File: src/rtl/core/rcss_pkg.sv
// ----------------------------------------------------------------------------
// rcss_pkg
// Shared types and constants for the rotating color slot scroller.
// ----------------------------------------------------------------------------
package rcss_pkg;

  typedef enum logic {
    OP_RESTART = 1'b0,
    OP_TICK    = 1'b1
  } opcode_t;

  localparam int unsigned COLOR_W = 24;
  localparam int unsigned POS_W   = 13;
  localparam int unsigned SPEED_W = 9;
  localparam int unsigned PHASE_W = 11;
  localparam int unsigned MS_W    = 8;
  localparam int unsigned PT_W    = 16;

  localparam logic [POS_W-1:0]   POS_LOW    = 13'd2500;
  localparam logic [POS_W-1:0]   POS_HIGH   = 13'd7500;
  localparam logic [PHASE_W-1:0] PH_UP_END  = 11'd300;
  localparam logic [PHASE_W-1:0] PH_HOLD1   = 11'd600;
  localparam logic [PHASE_W-1:0] PH_DN_END  = 11'd1200;
  localparam logic [PHASE_W-1:0] PH_HOLD2   = 11'd1500;
  localparam logic [PHASE_W-1:0] PH_END     = 11'd1800;
  localparam logic [MS_W-1:0]    MS_MAX     = 8'd255;
  localparam logic [MS_W-1:0]    INTV_RESET = 8'd5;
  localparam logic signed [PT_W-1:0] LAST_LIMIT = 16'sd17500;
  localparam logic signed [PT_W-1:0] STRIP_SPAN = 16'sd20000;
  localparam logic [1:0]         SLOT_LAST  = 2'd3;

  typedef logic [COLOR_W-1:0] color_t;

  typedef struct packed {
    logic [POS_W-1:0] pos;
    color_t [3:0]     col;
  } frame_t;

  typedef struct packed {
    logic full;
    logic empty;
  } q_stat_t;

  function automatic logic signed [PT_W-1:0] slot_offset(input logic [1:0] k);
    logic signed [PT_W-1:0] r;
    case (k)
      2'd0: r = 16'sd0;
      2'd1: r = 16'sd5000;
      2'd2: r = 16'sd10000;
      2'd3: r = 16'sd15000;
      default: r = 16'sd0;
    endcase
    return r;
  endfunction

endpackage

File: src/rtl/core/rcss_front.sv
// ----------------------------------------------------------------------------
// rcss_front
// Accepts requests, counts ticks and runs the per-frame motion update.
// ----------------------------------------------------------------------------
module rcss_front (
  input  logic                clk,
  input  logic                rst_n,
  input  logic                cfg_wr_en,
  input  logic [7:0]          cfg_wr_data,
  input  logic                in_tvalid,
  output logic                in_tready,
  input  logic [95:0]         in_tdata,
  input  logic                in_tuser,
  input  rcss_pkg::q_stat_t   q_stat,
  output logic                push,
  output rcss_pkg::frame_t    push_frame
);

  logic [rcss_pkg::MS_W-1:0]           intv_r;
  logic [rcss_pkg::MS_W-1:0]           ms_r, ms_nxt, ms_inc;
  logic [rcss_pkg::PHASE_W-1:0]        phase_r, phase_nxt, ph;
  logic signed [rcss_pkg::SPEED_W-1:0] speed_r, speed_nxt;
  logic signed [rcss_pkg::SPEED_W-1:0] start_r, start_nxt;
  logic                                neg_r, neg_nxt;
  logic [rcss_pkg::POS_W-1:0]          pos_r, pos_nxt;
  rcss_pkg::color_t                    col_r [4];
  rcss_pkg::color_t                    col_nxt [4];
  logic                                accept, due, ramp_en, push_c;
  logic [rcss_pkg::PHASE_W-1:0]        t;
  logic signed [10:0]                  two_s, t_s, half, half_c;
  logic signed [14:0]                  pos_sum;

  assign in_tready = !q_stat.full;
  assign accept    = in_tvalid && in_tready;
  assign ms_inc    = (ms_r < rcss_pkg::MS_MAX) ? ms_r + 8'd1 : ms_r;
  assign due       = ms_inc >= intv_r;
  assign ph        = phase_r + 11'd1;

  always_comb begin
    ramp_en = 1'b0;
    t       = '0;
    if (ph <= rcss_pkg::PH_UP_END) begin
      ramp_en = 1'b1;
      t       = ph;
    end else if (ph <= rcss_pkg::PH_HOLD1) begin
      ramp_en = 1'b0;
    end else if (ph <= rcss_pkg::PH_DN_END) begin
      ramp_en = 1'b1;
      t       = ph - rcss_pkg::PH_HOLD1;
    end else if (ph <= rcss_pkg::PH_HOLD2) begin
      ramp_en = 1'b0;
    end else if (ph < rcss_pkg::PH_END) begin
      ramp_en = 1'b1;
      t       = ph - rcss_pkg::PH_HOLD2;
    end
  end

  assign two_s   = $signed({{2{start_r[8]}}, start_r}) <<< 1;
  assign t_s     = $signed(t);
  assign half    = neg_r ? two_s - t_s : two_s + t_s;
  assign half_c  = half + $signed({10'd0, half[10]});

  always_comb begin
    ms_nxt    = ms_r;
    phase_nxt = phase_r;
    speed_nxt = speed_r;
    start_nxt = start_r;
    neg_nxt   = neg_r;
    pos_nxt   = pos_r;
    push_c    = 1'b0;
    pos_sum   = '0;
    for (int i = 0; i < 4; i++) col_nxt[i] = col_r[i];
    if (accept) begin
      if (in_tuser == rcss_pkg::OP_RESTART) begin
        ms_nxt    = '0;
        phase_nxt = '0;
        speed_nxt = '0;
        start_nxt = '0;
        neg_nxt   = 1'b0;
        pos_nxt   = rcss_pkg::POS_LOW;
        for (int i = 0; i < 4; i++) col_nxt[i] = in_tdata[i*24 +: 24];
      end else if (!due) begin
        ms_nxt = ms_inc;
      end else if (ph == rcss_pkg::PH_END) begin
        ms_nxt    = '0;
        phase_nxt = '0;
        speed_nxt = '0;
        start_nxt = '0;
        neg_nxt   = 1'b0;
      end else begin
        ms_nxt    = '0;
        phase_nxt = ph;
        push_c    = 1'b1;
        if (ramp_en) speed_nxt = half_c[9:1];
        if (ph == rcss_pkg::PH_UP_END) begin
          start_nxt = half_c[9:1];
          neg_nxt   = 1'b1;
        end else if (ph == rcss_pkg::PH_DN_END) begin
          start_nxt = half_c[9:1];
          neg_nxt   = 1'b0;
        end
        pos_sum = $signed({2'b00, pos_r}) + $signed({{6{speed_nxt[8]}}, speed_nxt});
        if (pos_sum > $signed({2'b00, rcss_pkg::POS_HIGH})) begin
          pos_nxt    = rcss_pkg::POS_LOW;
          col_nxt[2] = col_r[1];
          col_nxt[1] = col_r[0];
          col_nxt[0] = col_r[3];
          col_nxt[3] = in_tdata[23:0];
        end else if (pos_sum < $signed({2'b00, rcss_pkg::POS_LOW})) begin
          pos_nxt    = rcss_pkg::POS_HIGH;
          col_nxt[3] = col_r[0];
          col_nxt[0] = col_r[1];
          col_nxt[1] = col_r[2];
          col_nxt[2] = in_tdata[23:0];
        end else begin
          pos_nxt = pos_sum[12:0];
        end
      end
    end
  end

  assign push = push_c;
  always_comb begin
    push_frame.pos = pos_nxt;
    for (int i = 0; i < 4; i++) push_frame.col[i] = col_nxt[i];
  end

  always_ff @(posedge clk) begin
    if (!rst_n) begin
      intv_r  <= rcss_pkg::INTV_RESET;
      ms_r    <= '0;
      phase_r <= '0;
      speed_r <= '0;
      start_r <= '0;
      neg_r   <= 1'b0;
      pos_r   <= rcss_pkg::POS_LOW;
      for (int i = 0; i < 4; i++) col_r[i] <= '0;
    end else begin
      if (cfg_wr_en) intv_r <= cfg_wr_data;
      ms_r    <= ms_nxt;
      phase_r <= phase_nxt;
      speed_r <= speed_nxt;
      start_r <= start_nxt;
      neg_r   <= neg_nxt;
      pos_r   <= pos_nxt;
      for (int i = 0; i < 4; i++) col_r[i] <= col_nxt[i];
    end
  end

endmodule

File: src/rtl/core/rcss_queue.sv
// ----------------------------------------------------------------------------
// rcss_queue
// Two-entry frame queue between the front end and the point serializer.
// ----------------------------------------------------------------------------
module rcss_queue (
  input  logic              clk,
  input  logic              rst_n,
  input  logic              push,
  input  rcss_pkg::frame_t  push_frame,
  input  logic              pop,
  output rcss_pkg::frame_t  head,
  output rcss_pkg::q_stat_t q_stat
);

  rcss_pkg::frame_t ent_r [2];
  logic             wr_ptr_r, wr_ptr_nxt;
  logic             rd_ptr_r, rd_ptr_nxt;
  logic [1:0]       cnt_r, cnt_nxt;
  logic             do_push, do_pop;

  assign q_stat.full  = cnt_r == 2'd2;
  assign q_stat.empty = cnt_r == 2'd0;
  assign do_push      = push && !q_stat.full;
  assign do_pop       = pop && !q_stat.empty;
  assign head         = ent_r[rd_ptr_r];

  always_comb begin
    wr_ptr_nxt = wr_ptr_r ^ do_push;
    rd_ptr_nxt = rd_ptr_r ^ do_pop;
    cnt_nxt    = cnt_r + {1'b0, do_push} - {1'b0, do_pop};
  end

  always_ff @(posedge clk) begin
    if (do_push) ent_r[wr_ptr_r] <= push_frame;
  end

  always_ff @(posedge clk) begin
    if (!rst_n) begin
      wr_ptr_r <= 1'b0;
      rd_ptr_r <= 1'b0;
      cnt_r    <= '0;
    end else begin
      wr_ptr_r <= wr_ptr_nxt;
      rd_ptr_r <= rd_ptr_nxt;
      cnt_r    <= cnt_nxt;
    end
  end

endmodule

File: src/rtl/core/rcss_back.sv
// ----------------------------------------------------------------------------
// rcss_back
// Serializes each queued frame into four point results.
// ----------------------------------------------------------------------------
module rcss_back (
  input  logic              clk,
  input  logic              rst_n,
  input  rcss_pkg::frame_t  head,
  input  rcss_pkg::q_stat_t q_stat,
  output logic              pop,
  output logic              out_tvalid,
  input  logic              out_tready,
  output logic [47:0]       out_tdata,
  output logic              out_tlast
);

  logic [1:0]                       k_r, k_nxt;
  logic                             vld_r, vld_nxt;
  logic [1:0]                       slot_r;
  rcss_pkg::color_t                 color_r;
  logic signed [rcss_pkg::PT_W-1:0] ppos_r, ppos;
  logic                             last_r;
  logic                             load;

  assign load = !q_stat.empty && (!vld_r || out_tready);
  assign pop  = load && (k_r == rcss_pkg::SLOT_LAST);

  always_comb begin
    ppos = $signed({3'b000, head.pos}) + rcss_pkg::slot_offset(k_r);
    if (k_r == rcss_pkg::SLOT_LAST && ppos > rcss_pkg::LAST_LIMIT)
      ppos = ppos - rcss_pkg::STRIP_SPAN;
  end

  always_comb begin
    k_nxt   = load ? k_r + 2'd1 : k_r;
    vld_nxt = load ? 1'b1 : (vld_r && !out_tready);
  end

  always_ff @(posedge clk) begin
    if (load) begin
      slot_r  <= k_r;
      color_r <= head.col[k_r];
      ppos_r  <= ppos;
      last_r  <= k_r == rcss_pkg::SLOT_LAST;
    end
  end

  always_ff @(posedge clk) begin
    if (!rst_n) begin
      k_r   <= '0;
      vld_r <= 1'b0;
    end else begin
      k_r   <= k_nxt;
      vld_r <= vld_nxt;
    end
  end

  assign out_tvalid = vld_r;
  assign out_tdata  = {6'd0, ppos_r, color_r, slot_r};
  assign out_tlast  = last_r;

endmodule

File: src/rtl/core/rotating_color_slot_scroller.sv
// ----------------------------------------------------------------------------
// rotating_color_slot_scroller
// Four-point color scroller driven by restart requests and millisecond ticks.
// ----------------------------------------------------------------------------
// A request is taken in the cycle it arrives whenever the two-entry frame
// queue has room; the motion update for a frame finishes in that same cycle.
// Each frame leaves as four results from the output register of the point
// serializer, back to back while out_tready stays high; ticks that end no
// frame pass at one per cycle while the frame queue has room.
module rotating_color_slot_scroller (
  input  logic        clk,
  input  logic        rst_n,
  input  logic        cfg_wr_en,
  input  logic [7:0]  cfg_wr_data,   // frame_interval_ms
  input  logic        in_tvalid,
  output logic        in_tready,
  input  logic [95:0] in_tdata,      // fresh_color_a, fresh_color_b, fresh_color_c, fresh_color_d
  input  logic        in_tuser,      // opcode
  output logic        out_tvalid,
  input  logic        out_tready,
  output logic [47:0] out_tdata,     // slot_index, point_color, point_position, zero pad
  output logic        out_tlast      // last_point
);

  rcss_pkg::q_stat_t q_stat;
  rcss_pkg::frame_t  push_frame, head;
  logic              push, pop;

  rcss_front u_front (
    .clk        (clk),
    .rst_n      (rst_n),
    .cfg_wr_en  (cfg_wr_en),
    .cfg_wr_data(cfg_wr_data),
    .in_tvalid  (in_tvalid),
    .in_tready  (in_tready),
    .in_tdata   (in_tdata),
    .in_tuser   (in_tuser),
    .q_stat     (q_stat),
    .push       (push),
    .push_frame (push_frame)
  );

  rcss_queue u_queue (
    .clk       (clk),
    .rst_n     (rst_n),
    .push      (push),
    .push_frame(push_frame),
    .pop       (pop),
    .head      (head),
    .q_stat    (q_stat)
  );

  rcss_back u_back (
    .clk       (clk),
    .rst_n     (rst_n),
    .head      (head),
    .q_stat    (q_stat),
    .pop       (pop),
    .out_tvalid(out_tvalid),
    .out_tready(out_tready),
    .out_tdata (out_tdata),
    .out_tlast (out_tlast)
  );

endmodule

File: config.mk
export PLATFORM = sky130hd
export DESIGN_NAME = rotating_color_slot_scroller
export DESIGN_NICKNAME = d
export VERILOG_FILES = /design/src/rtl/core/rcss_pkg.sv /design/src/rtl/core/rcss_front.sv /design/src/rtl/core/rcss_queue.sv /design/src/rtl/core/rcss_back.sv /design/src/rtl/core/rotating_color_slot_scroller.sv
export SDC_FILE = /design/constraint.sdc
export NUM_CORES = 1
export LEC_CHECK = 0
export BUFFER_PORTS_ARGS = -buffer_cell sky130_fd_sc_hd__buf_2
export CAP_MARGIN = 20
export CORE_UTILIZATION = 40
export CTS_CLUSTER_SIZE = 8
export DETAILED_ROUTE_END_ITERATION = 10
export PLACE_DENSITY = 0.54
export SLEW_MARGIN = 20
export SYNTH_ARGS = -nofsm -noshare
export SYNTH_HDL_FRONTEND = slang
export SYNTH_HIERARCHICAL = 1
export SYNTH_SLANG_ARGS = --single-unit
File: constraint.sdc
create_clock -name clk -period 10.3 [get_ports clk]
set_input_delay 2.06 -clock clk [delete_from_list [all_inputs] [get_ports clk]]
set_output_delay 2.06 -clock clk [all_outputs]
set_load 0.1 [all_outputs]
==> results.json <==
{
  "outcome": "complete, no violations",
  "async_flop_share_pct": 0,
  "hold_path.class": "reg2reg",
  "crit_path_max_fanout": 35,
  "die_area_sq_um": 63000,
  "max_freq_mhz": 105,
  "finClkSkew_ns": 0.0518,
  "hold_ws_ns": 0.483,
  "p_sw_mw": 1.01,
  "wl_per_cell_um": 21.0,
  "reg2regPathDepth": 39,
  "die_y_um": 251,
  "numClockSinks": 424,
  "core_sq_um": 60800,
  "cp-startpoint": "u_front/phase_r[0]",
  "synth_edf_count": 261,
  "place_hpwl_um": 43100,
  "area_growth_syn_to_layout_pct": 14.1,
  "fillerInstances": 5690,
  "arrival_ns": 10.00,
  "cts_root_buf": "clkbuf_16",
  "worstReg2RegStart": "u_front/phase_r[0]",
  "io_pins": 161,
  "start_util_pct": 40.8,
  "fin_crit_sh_pct": 92.5,
  "synth-seq-area-share_pct": 44.7,
  "final_util_pct": 46.6,
  "hold_violations": 0,
  "clk_pin_slew_ns": 0.05,
  "rows": 90,
  "maxUsedRoutingLayer": "met4",
  "grt_pass1_wl_um": 109000,
  "setup-violations-final": 0,
  "path_class": "reg2reg",
  "fin_setup_tns_ns": 0,
  "synthesis.area_sq_um": 24800,
  "r2r_slack_ns": 0.77,
  "clockBufferDepth": 3,
  "viasPerCell": 5.90,
  "maxSlewHeadroom_pct": 22.2,
  "ant_nets": 0,
  "m1WireLength_um": 30900,
  "vdd_drop_max_uv": 138,
  "grt_pass1_vias": 19300,
  "gp_congestion": 0.862,
  "numCtsBuffers": 59,
  "cp-start-kind": "flip-flop",
  "drtPass1Iterations": 5,
  "p_leak_nw": 11.2,
  "rr_endpoint": "u_queue/ent_r[0][1]",
  "routed_wl_um": 70400,
  "vias": 19800,
  "p_int_mw": 3.06,
  "clkPwrFrac_pct": 45.1,
  "swShare_pct": 24.8,
  "rsz0062_at_grt": "no",
  "max_slew.worst_pin.slew_ns": 1.17,
  "drc": 0,
  "antenna_found_initial": 1,
  "slowest_delay_ns": 0.48,
  "avgSynthCellArea_sq_um": 10.3,
  "first_iter_violations": 1373,
  "overflow": 0,
  "fin_nets": 2709,
  "synthCells": 2413,
  "cts_tree": "built",
  "yosysWarnings": 6,
  "ctsHoldBuffers": 0,
  "required_ns": 10.77,
  "end_kind": "flip-flop",
  "maxCapViolCount": 0,
  "seqPwrFrac_pct": 46.1,
  "drive_above_1_share_pct": 18.8,
  "p_comb_share_pct": 8.7,
  "wl_met3_um": 3910,
  "dr_wl_met2_um": 33500,
  "grt_max_degree": 107,
  "yosysUniqueCellTypes": 97,
  "worstSetupEndpoint": "u_queue/ent_r[0][1]",
  "crit_slowest_cell": "fa_1",
  "h-tree-depth": 2,
  "track_usage_pct": 21.7,
  "synth_ff_type": "edfxtp_1",
  "worstSkewPairLatency_ns": 0.64,
  "finalCriticalPeriod_ns": 9.53,
  "die_x_um": 251,
  "io_buffers": 154,
  "power_density_nw_per_um2": 144,
  "ys_ff_latch": 424,
  "slew_viol_final": 0
}
[worst min-delay path by stage]
stage / startpoint / end / slack [ns] / cells after the start
after floorplan: u_front/intv_r[0] / u_front/intv_r[0] / 0.45 / 2
after global placement: u_queue/rd_ptr_r / flip-flop / 0.45 / 2
after detailed placement: u_queue/rd_ptr_r / flip-flop / 0.48 / 2
after CTS: u_queue/rd_ptr_r / flip-flop / 0.49 / 2
after global routing: u_queue/rd_ptr_r / u_queue/rd_ptr_r / 0.52 / 2
final: u_front/intv_r[0] / u_front/intv_r[0] / 0.48 / 2
[per-layer routing]
layer | GRT usage, % | vias up
met3 | 3.13 | 134
met2 | 36.2 | 639
met5 | 0 | -
li1 | - | 9311
met1 | 28.7 | 9717
met4 | 8.00 | 0
[power by group through the flow]
stage	Sequential (mW)	Combinational [mW]	Clock [mW]
floorplan	1.92	0.235	0
global placement	1.91	0.343	0
detailed placement	1.91	0.350	0
CTS	1.88	0.353	1.89
global route	1.88	0.387	1.95
finish	1.88	0.356	1.84
[timing repair]
item | 4_1_cts | 5_1_grt
buffers inserted | 0 | 3
endpoints found under the setup margin | 0 | 327
resized for setup | 0 | 17
[registers in the layout (all words and copies together) (netlist names), named ones only]
name / cells
u_queue/ent_r: 218
u_front/col_r: 96
u_back/color_r: 24
u_back/ppos_r: 16
u_front/pos_r: 13
u_front/phase_r: 11
u_front/speed_r: 9
u_front/start_r: 9
u_front/intv_r: 8
u_front/ms_r: 8
u_back/k_r: 2
u_back/slot_r: 2
u_queue/cnt_r: 2
u_back/out_tlast: 1
u_back/out_tvalid: 1
u_front/neg_r: 1
u_queue/rd_ptr_r: 1
u_queue/wr_ptr_r: 1
[layout by cell type (no fill, tap or decap), types with 25 or more instances in the layout]
cell         n
buf_2      152
dfxtp_1    157
o21ai_0    133
and2_1      25
a21o_1     109
nor2_1     147
clkbuf_1    45
mux2_2     100
a22oi_1     27
ha_1        67
clkbuf_16   59
nor2b_1     49
nand3_1    111
edfxtp_1   261
xnor2_1     37
nand2_1    176
a31oi_1    103
mux2i_1    113
inv_1       56
or3_1      104
a21oi_1     53
buf_4       60
a22o_1     106
[critical path: cells and delay by family (launching register included)]
| kind | cells | cell delay (ns) |
|---|---|---|
| xor gates and xnor gates | 4 | 0.68 |
| buffers and inverters | 4 | 0.71 |
| DFF | 1 | 0.46 |
| adders and majority gates | 4 | 1.36 |
| and+or+nand+nor | 8 | 1.98 |
| AOI/OAI and AO/OA | 18 | 4.03 |
| muxes | 1 | 0.20 |
[synth_stat cells (8+ instances only)]
master | number | share of area (%)
a21o_1 | 109 | 3.3
inv_1 | 56 | 0.85
o31ai_1 | 8 | 0.24
a211oi_1 | 10 | 0.30
a31oi_1 | 106 | 2.7
mux2i_1 | 113 | 4.6
a22o_1 | 106 | 3.7
nand2_1 | 178 | 2.7
o21a_1 | 14 | 0.42
buf_6 | 9 | 0.41
xor2_1 | 16 | 0.56
clkbuf_1 | 105 | 1.6
nor2b_1 | 51 | 1.3
xnor2_1 | 39 | 1.4
and3_1 | 11 | 0.28
buf_2 | 39 | 0.79
o211ai_1 | 8 | 0.24
mux4_2 | 24 | 2.2
edfxtp_1 | 261 | 32
buf_4 | 21 | 0.64
a21oi_1 | 54 | 1.1
or3_1 | 104 | 2.6
mux2_2 | 100 | 4.5
nor3_1 | 17 | 0.34
nand4_1 | 8 | 0.20
and2_1 | 26 | 0.66
nor2_1 | 147 | 2.2
mux2_4 | 10 | 0.61
a22oi_1 | 27 | 0.82
nand3_1 | 111 | 2.2
o21ai_0 | 134 | 2.7
ha_1 | 70 | 3.5
dfxtp_1 | 163 | 13
nand2b_1 | 15 | 0.38
[final cells by class]
cell class                 count  area (sq um)  area share [%]
antenna                        2          5.00          0.0177
clock buffer                 106          1670            5.91
clock inverter                 3          58.8           0.208
inverter                      59           223           0.787
multi-input combinational   1756         12800            45.2
sequential                   424         11100            39.2
tap                          782           978            3.46
timing repair buffer         225          1460            5.16
[cells by family after synthesis]
group                    share of synthesized area, %
flip-flops                                       44.7
XOR/XNOR                                         2.03
other                                          0.0151
adder cells (fa/ha/maj)                          3.85
buffers and inverters                            4.39
multiplexers                                     11.9
AND/OR/NAND/NOR                                  14.5
AO/OA/AOI/OAI                                    18.5
[metrics by stage]
| step | std cells | area, sq um | worst slack [ns] | total power [mW] |
|---|---|---|---|---|
| after floorplan | 2418 | 24800 | 1.18 | 2.16 |
| after global placement | 3242 | 26400 | 0.347 | 2.25 |
| after detailed placement | 3242 | 26500 | 0.171 | 2.26 |
| after CTS | 3351 | 28200 | 0.126 | 4.12 |
| after global routing | 3356 | 28300 | 0.0686 | 4.22 |
| final | 3357 | 28300 | 0.769 | 4.07 |
(Power assumes the default switching activity.)
